--- src/hdl/tac_pkg.sv ---
// ----------------------------------------------------------------------------
// tac_pkg
// Shared types, codes and reset values of the temperature alarm controller.
// ----------------------------------------------------------------------------
package tac_pkg;

	localparam int SAMPLE_BITS_DEF = 10;
	localparam int MAX_DIGITS      = 3;

	localparam logic [7:0] TEMP_SCALE_RST = 8'd200;
	localparam logic [7:0] THRESHOLD_RST  = 8'd120;

	typedef enum logic [1:0] {
		MODE_MAIN  = 2'd0,
		MODE_ALARM = 2'd1,
		MODE_KEY   = 2'd2,
		MODE_TERM  = 2'd3
	} mode_t;

	localparam logic [1:0] OP_SAMPLE = 2'd0;
	localparam logic [1:0] OP_KEY    = 2'd1;
	localparam logic [1:0] OP_TERM   = 2'd2;

	localparam logic [3:0] KEY_DIGIT_ONE  = 4'd1;
	localparam logic [3:0] KEY_DIGIT_ZERO = 4'd10;
	localparam logic [3:0] KEY_CANCEL     = 4'd12;
	localparam logic [3:0] KEY_TOGGLE     = 4'd13;
	localparam logic [3:0] KEY_ENTER      = 4'd15;

	localparam logic [7:0] CHR_SILENCE = 8'h53; // 'S'
	localparam logic [7:0] CHR_ENTER   = 8'h47; // 'G'
	localparam logic [7:0] CHR_CANCEL  = 8'h43; // 'C'
	localparam logic [7:0] CHR_CONFIRM = 8'h4F; // 'O'
	localparam logic [7:0] CHR_ZERO    = 8'h30; // '0'
	localparam logic [7:0] CHR_NINE    = 8'h39; // '9'

	typedef struct packed {
		mode_t      mode;
		logic [7:0] temp;
		logic [7:0] threshold;
		logic       enable;
		logic [7:0] entry;
		logic [1:0] digits;
	} tac_state_t;

endpackage

--- src/hdl/tac_step.sv ---
// ----------------------------------------------------------------------------
// tac_step
// Next-state logic for one event: sample conversion, keypad and terminal
// commands, digit entry and the alarm check that follows every event.
// ----------------------------------------------------------------------------
module tac_step import tac_pkg::*; #(
	parameter int SAMPLE_BITS = SAMPLE_BITS_DEF
) (
	input  tac_state_t             cur,
	input  logic [1:0]             operation,
	input  logic [SAMPLE_BITS-1:0] sample,
	input  logic [3:0]             key_code,
	input  logic [7:0]             rx_byte,
	input  logic [7:0]             temp_scale,
	output tac_state_t             nxt,
	output logic                   digit_accepted
);

	logic [SAMPLE_BITS+7:0] product;
	logic                   dig_req;
	logic [3:0]             dig_val;
	logic [11:0]            ent_sum;
	tac_state_t             upd;

	assign product = {8'd0, sample} * {{SAMPLE_BITS{1'b0}}, temp_scale};
	assign ent_sum = {4'd0, cur.entry} * 12'd10 + {8'd0, dig_val};

	always_comb begin
		upd            = cur;
		dig_req        = 1'b0;
		dig_val        = 4'd0;
		digit_accepted = 1'b0;

		unique case (operation)
			OP_SAMPLE: begin
				upd.temp = product[SAMPLE_BITS +: 8];
			end
			OP_KEY: begin
				if (key_code == KEY_TOGGLE && cur.mode == MODE_MAIN) begin
					upd.enable = ~cur.enable;
				end else if (key_code == KEY_CANCEL && cur.mode == MODE_ALARM) begin
					upd.enable = 1'b0;
					upd.mode   = MODE_MAIN;
				end else if (key_code == KEY_ENTER && cur.mode == MODE_MAIN) begin
					upd.mode   = MODE_KEY;
					upd.entry  = 8'd0;
					upd.digits = 2'd0;
				end else if (key_code == KEY_CANCEL && cur.mode == MODE_KEY) begin
					upd.mode = MODE_MAIN;
				end else if (key_code == KEY_ENTER && cur.mode == MODE_KEY) begin
					upd.threshold = cur.entry;
					upd.mode      = MODE_MAIN;
				end else if (key_code >= KEY_DIGIT_ONE && key_code <= KEY_DIGIT_ZERO
						&& cur.mode == MODE_KEY) begin
					dig_req = 1'b1;
					dig_val = (key_code == KEY_DIGIT_ZERO) ? 4'd0 : key_code;
				end
			end
			OP_TERM: begin
				if (rx_byte == CHR_SILENCE && cur.mode == MODE_ALARM) begin
					upd.enable = 1'b0;
					upd.mode   = MODE_MAIN;
				end else if (rx_byte == CHR_ENTER && cur.mode == MODE_MAIN) begin
					upd.mode   = MODE_TERM;
					upd.entry  = 8'd0;
					upd.digits = 2'd0;
				end else if (rx_byte == CHR_CANCEL && cur.mode == MODE_TERM) begin
					upd.mode = MODE_MAIN;
				end else if (rx_byte == CHR_CONFIRM && cur.mode == MODE_TERM) begin
					upd.threshold = cur.entry;
					upd.mode      = MODE_MAIN;
				end else if (rx_byte >= CHR_ZERO && rx_byte <= CHR_NINE
						&& cur.mode == MODE_TERM) begin
					dig_req = 1'b1;
					dig_val = 4'(rx_byte - CHR_ZERO);
				end
			end
			default: begin
			end
		endcase

		// digits past the limit are dropped silently
		if (dig_req && cur.digits < 2'(MAX_DIGITS)) begin
			upd.entry      = (ent_sum > 12'd255) ? 8'd255 : ent_sum[7:0];
			upd.digits     = cur.digits + 2'd1;
			digit_accepted = 1'b1;
		end

		nxt = upd;
		// alarm check runs after every event and overrides any mode
		if (upd.temp >= upd.threshold && upd.enable) begin
			nxt.mode = MODE_ALARM;
		end else if (upd.mode == MODE_ALARM && upd.temp < upd.threshold) begin
			nxt.mode = MODE_MAIN;
		end
	end

endmodule

--- src/hdl/temperature_alarm_controller.sv ---
// ----------------------------------------------------------------------------
// temperature_alarm_controller
// Alarm controller driven by converter samples, keypad keys and terminal bytes.
// ----------------------------------------------------------------------------
// Usage:
//   Item channel: item_valid / item_stall with operation, sample, key_code
//   and rx_byte. One beat is one event; the field that operation does not
//   select is ignored.
//   Result channel: result_valid / result_stall, one result beat per item,
//   showing the full controller state after that event.
//   Config: cfg_wr_en writes cfg_wr_data into the temperature scale; write
//   it only while no item is in flight.
//   Path: a taken beat passes the input register, then the result register,
//   and a stalled result can hold it in the input register.
//   Throughput: one item per cycle while the result is not stalled; the event
//   logic between the input register and the result register decides one event per clock.
//   Stall: a stalled result holds; the input register keeps its item and
//   item_stall rises only when both registers are full.
//   Reset: main mode, temperature 0, threshold 120, alarm enabled, empty
//   entry, scale 200, both registers empty.
// ----------------------------------------------------------------------------
module temperature_alarm_controller import tac_pkg::*; #(
	parameter int SAMPLE_BITS = SAMPLE_BITS_DEF
) (
	input  logic                   clk,
	input  logic                   arst_n,
	input  logic                   cfg_wr_en,
	input  logic [7:0]             cfg_wr_data,
	input  logic                   item_valid,
	output logic                   item_stall,
	input  logic [1:0]             operation,
	input  logic [SAMPLE_BITS-1:0] sample,
	input  logic [3:0]             key_code,
	input  logic [7:0]             rx_byte,
	output logic                   result_valid,
	input  logic                   result_stall,
	output logic [1:0]             mode_now,
	output logic [7:0]             temperature,
	output logic [7:0]             threshold,
	output logic                   alarm_enabled,
	output logic                   buzzer_on,
	output logic [7:0]             entry_value,
	output logic [1:0]             entry_digits,
	output logic                   digit_accepted
);

	logic                   valid_s1;
	logic [1:0]             operation_s1;
	logic [SAMPLE_BITS-1:0] sample_s1;
	logic [3:0]             key_code_s1;
	logic [7:0]             rx_byte_s1;

	logic [7:0]  temp_scale_q;
	tac_state_t  state_q;
	tac_state_t  state_nxt;
	logic        accepted_nxt;

	logic        result_valid_q;
	logic [1:0]  mode_q;
	logic [7:0]  temp_q;
	logic [7:0]  threshold_q;
	logic        enable_q;
	logic        buzzer_q;
	logic [7:0]  entry_q;
	logic [1:0]  digits_q;
	logic        accepted_q;

	logic advance;
	logic item_take;

	assign advance    = valid_s1 && (!result_valid_q || !result_stall);
	assign item_stall = valid_s1 && !advance;
	assign item_take  = item_valid && !item_stall;

	always_ff @(posedge clk or negedge arst_n) begin
		if (!arst_n) begin
			temp_scale_q <= TEMP_SCALE_RST;
		end else if (cfg_wr_en) begin
			temp_scale_q <= cfg_wr_data;
		end
	end

	always_ff @(posedge clk or negedge arst_n) begin
		if (!arst_n) begin
			valid_s1 <= 1'b0;
		end else if (item_take) begin
			valid_s1 <= 1'b1;
		end else if (advance) begin
			valid_s1 <= 1'b0;
		end
	end

	always_ff @(posedge clk) begin
		if (item_take) begin
			operation_s1 <= operation;
			sample_s1    <= sample;
			key_code_s1  <= key_code;
			rx_byte_s1   <= rx_byte;
		end
	end

	tac_step #(
		.SAMPLE_BITS(SAMPLE_BITS)
	) u_step (
		.cur           (state_q),
		.operation     (operation_s1),
		.sample        (sample_s1),
		.key_code      (key_code_s1),
		.rx_byte       (rx_byte_s1),
		.temp_scale    (temp_scale_q),
		.nxt           (state_nxt),
		.digit_accepted(accepted_nxt)
	);

	always_ff @(posedge clk or negedge arst_n) begin
		if (!arst_n) begin
			state_q.mode      <= MODE_MAIN;
			state_q.temp      <= 8'd0;
			state_q.threshold <= THRESHOLD_RST;
			state_q.enable    <= 1'b1;
			state_q.entry     <= 8'd0;
			state_q.digits    <= 2'd0;
		end else if (advance) begin
			state_q <= state_nxt;
		end
	end

	always_ff @(posedge clk or negedge arst_n) begin
		if (!arst_n) begin
			result_valid_q <= 1'b0;
		end else if (advance) begin
			result_valid_q <= 1'b1;
		end else if (!result_stall) begin
			result_valid_q <= 1'b0;
		end
	end

	always_ff @(posedge clk) begin
		if (advance) begin
			mode_q      <= state_nxt.mode;
			temp_q      <= state_nxt.temp;
			threshold_q <= state_nxt.threshold;
			enable_q    <= state_nxt.enable;
			buzzer_q    <= (state_nxt.mode == MODE_ALARM);
			entry_q     <= state_nxt.entry;
			digits_q    <= state_nxt.digits;
			accepted_q  <= accepted_nxt;
		end
	end

	assign result_valid   = result_valid_q;
	assign mode_now       = mode_q;
	assign temperature    = temp_q;
	assign threshold      = threshold_q;
	assign alarm_enabled  = enable_q;
	assign buzzer_on      = buzzer_q;
	assign entry_value    = entry_q;
	assign entry_digits   = digits_q;
	assign digit_accepted = accepted_q;

	// buzzer follows the alarming mode exactly
	a_buzzer_mode: assert property (@(posedge clk) disable iff (!arst_n)
		result_valid |-> (buzzer_on == (mode_now == MODE_ALARM)))
		else $error("buzzer does not match alarming mode");

	// alarming can only be held while raising is enabled
	a_alarm_enabled: assert property (@(posedge clk) disable iff (!arst_n)
		result_valid && buzzer_on |-> alarm_enabled)
		else $error("alarming while alarm disabled");

	a_digit_count: assert property (@(posedge clk) disable iff (!arst_n)
		result_valid && digit_accepted |-> entry_digits != 2'd0)
		else $error("digit accepted with empty digit count");

	// the engine state only moves when a beat goes through the event logic
	a_state_hold: assert property (@(posedge clk) disable iff (!arst_n)
		!advance |=> $stable(state_q))
		else $error("state changed without an event");

endmodule
--- config.mk ---
export PLATFORM = sky130hd
export DESIGN_NAME = temperature_alarm_controller
export DESIGN_NICKNAME = d
export VERILOG_FILES = /design/src/hdl/tac_pkg.sv /design/src/hdl/tac_step.sv /design/src/hdl/temperature_alarm_controller.sv
export SDC_FILE = /design/constraint.sdc
export NUM_CORES = 1
export LEC_CHECK = 0
export BUFFER_PORTS_ARGS = -buffer_cell sky130_fd_sc_hd__buf_2
export CORE_ASPECT_RATIO = 1.1
export CORE_UTILIZATION = 50
export DETAILED_ROUTE_END_ITERATION = 12
export PLACE_DENSITY = 0.72
export SLEW_MARGIN = 20
export SYNTH_ARGS = -nofsm -noshare
export SYNTH_HDL_FRONTEND = slang
export SYNTH_SLANG_ARGS = --single-unit
--- constraint.sdc ---
create_clock -name clk -period 5.9 [get_ports clk]
set_input_delay 1.77 -clock clk [delete_from_list [all_inputs] [get_ports clk]]
set_output_delay 1.77 -clock clk [all_outputs]
set_load 0.03 [all_outputs]
==> qor.yml <==
die_w_um: 117
avgSynthCellArea_um2: 10.5
initial_utilization: 0.520
timing.rr.end: "mode_now[0]"
final_nets: 939
yosysMostFrequentCell: "inv_1"
syn_area_um2: 7260
worst_slew_pin_slew_ps: 1030
area_delta_synth_final_pct: 18.9
crit_cells: 23
clk_path_buf_depth: 2
dr_wl_met2_um: 8990
ys_top_cells_by_area: "edfxtp_1 23%, fa_1 14%, dfrtp_1 11%"
ff2ff_setup_slack_ps: 60
cts_tree: "done"
place_area_um2: 7930
drt_wl_total_um: 16000
clock-sinks: 94
synth_top_area_cell: "edfxtp_1"
stdcell_count: 984
htreeDepth: 3
grt_pass1_vias: 5617
clk_latency_ps: 340
ir_drop_mv: 0.253
dr_total_vias: 5326
gp_congestion: 0.854
register_area_um2: 2640
pin_count: 70
path_clk_slew_ps: 70
worstSetupStartpointType: "flip-flop"
wl_per_cell_um: 16.3
core_area_um2: 14000
wl_met3_um: 342
setup_viol: 0
antenna_found_initial: 0
num_rows: 45
critPathMostFrequentCell: "fa_1"
fin_crit_ps: 5840
syn_inst: 691
cts_buffers: 9
port_buffers: 69
ys_seq_area_frac: 0.363
power_mw: 3.31
p_leak_nw: 3.99
overflow: 0
outcome: "finished, final reports clean"
antenna_cells: 0
dpl.cell_count: 951
yosys_warnings: 0
route.detailed.drc: 0
n_fill_cell: 1180
fmax_mhz: 171
async_flop_share: 0.415
synth_top_flop_cell: "edfxtp_1"
yosys.area.top_type_share: 0.227
r2r_cells: 23
critPathMaxFanout: 5
rsz0062_at_grt: "true"
slew_viol_final: 0
hold_viol_final: 0
fin_ws_ps: 60.9
die_h_um: 128
cp-startpoint: "sample_s1[8]"
rr_startpoint: "sample_s1[8]"
synth.distinct_cells: 63
critPathCapture: "mode_now[0]"
grt_max_degree: 40
p_per_area_nw_per_um2: 384
grtUsageTotal: 0.231
grt_pass1_wl_um: 26600
final_area_um2: 8630
m1WireLength_um: 6300
slowest_delay_ps: 560
period_share: 0.990
dr.max_layer_used: "met4"
dp.final_hpwl_um: 11900
dr.pass1.iters: 4
hold_path.class: "flip-flop to flip-flop"
synth_edf_count: 55
postRouteAntennaNets: 0
crit_buf_inv: 4
skew_ps: 11.7
die-area_um2: 15000
utilization: 0.618
via_per_inst: 5.41
post-place-ws_ps: -155
maxSlewHeadroom: 0.311
worstPathCellList: "and2_4, fa_1, inv_1, fa_1, inv_2, fa_1, inv_2, fa_1, inv_2, ha_4, nand3_4, nor2_2, o211ai_1, a211oi_2, a21oi_1, xnor2_1, a21oi_2, ha_1, nand4_1, a21oi_2, a211o_1, o21ai_2, nand2_1"
drive_gt1_frac: 0.279
synth_seq_cells: 94
cts_root_buf: "clkbuf_16"
path_delay_family: "adder cells"
cp_data_required_time_ps: 5980
maxCapViolCount: 0
multi_input_area_um2: 4480
first_iter_violations: 175
crit_type: "flip-flop to flip-flop"
cp.arrival_ps: 5920
worstSetupEndpointType: "flip-flop"
cpMaxStageDelayCell: "fa_1"
ys_top_cells_by_count: "80 x inv_1, 75 x and2_1, 74 x nand2_1"
synth_nets: 839
## registers in the layout, indices dropped and copies added (netlist names)
signal          cells
threshold           8
valid_s1            1
digit_accepted      1
key_code_s1         4
alarm_enabled       1
entry_digits        2
temperature         8
entry_value         8
mode_now            2
result_valid        1
buzzer_on           1
rx_byte_s1          8
operation_s1        2
temp_scale_q        8
sample_s1          10
state_q            29
## routing by layer
| metal | track usage | up-vias |
|---|---|---|
| li1 | - | 2550 |
| met1 | 0.261 | 2669 |
| met2 | 0.438 | 82 |
| met3 | 0.0320 | 25 |
| met4 | 0.0827 | 0 |
| met5 | 0 | - |
## worst min-delay path by stage
stage | from | endpoint | slack [ps] | depth (start not counted)
floorplan | state_q[24] | state_q[24] | 440 | 2
global placement | state_q[10] | state_q[10] | 470 | 2
finish | state_q[10] | state_q[10] | 480 | 2
detailed placement | state_q[10] | state_q[10] | 470 | 2
CTS | state_q[10] | state_q[10] | 480 | 2
global route | state_q[10] | state_q[10] | 500 | 2
## cell type report
cell class	instances	share of cell area
multi-input cells	493	0.519
flip-flops and latches	94	0.306
repair buffers	111	0.0778
inverters	82	0.0357
clock buffers	10	0.0277
well taps	188	0.0273
clock inverters	6	0.00710
## power by group
group	internal (mW)	switching [mW]	leakage [nW]
Sequential	0.812	0.0677	1.02
Clock	0.338	0.248	0.138
Combinational	0.856	0.993	2.84
## cells in the final DEF, fill, tap and decap left out, types with 4 or more instances in the layout
cell,synthesis,routed
nand2_1,74,71
buf_2,4,69
mux2_2,29,26
a211o_1,4,4
nor2_1,21,20
xnor2_1,7,6
nor3_1,11,11
edfxtp_1,55,55
a221o_1,5,5
nand2b_1,5,5
o21ai_0,24,21
a21oi_1,24,17
and2_1,75,67
a22o_1,10,10
dfstp_2,8,8
fa_1,49,47
ha_4,0,9
clkbuf_16,0,9
inv_2,0,7
a21o_1,8,8
xor2_1,10,10
nand3_1,7,6
inv_1,80,73
a21oi_2,0,6
nor2b_1,9,9
and2_4,1,9
dfrtp_1,31,30
ha_1,62,51
buf_4,1,39
## metrics by stage
step                      TNS (ps)  hold WS (ps)
final                            0           479
after global routing          -792           499
after CTS                        0           480
after detailed placement      -456           469
after global placement       -51.0           466
after floorplan                  0           445
## cells by family (layout without fill, tap and decap cells)
kind of cell             Yosys count  count (layout)  share of synthesized area
AO/OA/AOI/OAI                    103             103                     0.0982
XOR/XNOR                          17              17                     0.0205
adder cells (fa/ha/maj)          111             111                      0.242
buffers and inverters            104             209                     0.0560
flip-flops                        94              94                      0.363
multiplexers                      29              29                     0.0450
AND/OR/NAND/NOR                  233             233                      0.175
## timing repair
| item | in CTS | in global routing |
|---|---|---|
| endpoints found under the setup margin | 5 | 5 |
| setup buffers | 11 | 6 |
| hold buffers | 0 | 0 |
| gates resized for setup | 18 | 41 |
| pin swaps | 19 | 44 |
## tightest hold or removal path: stages (launching register included)
cell     delay, ps
dfstp_2        380
nand2_1         50
nand2_1         50
(Power assumes the default switching activity.)
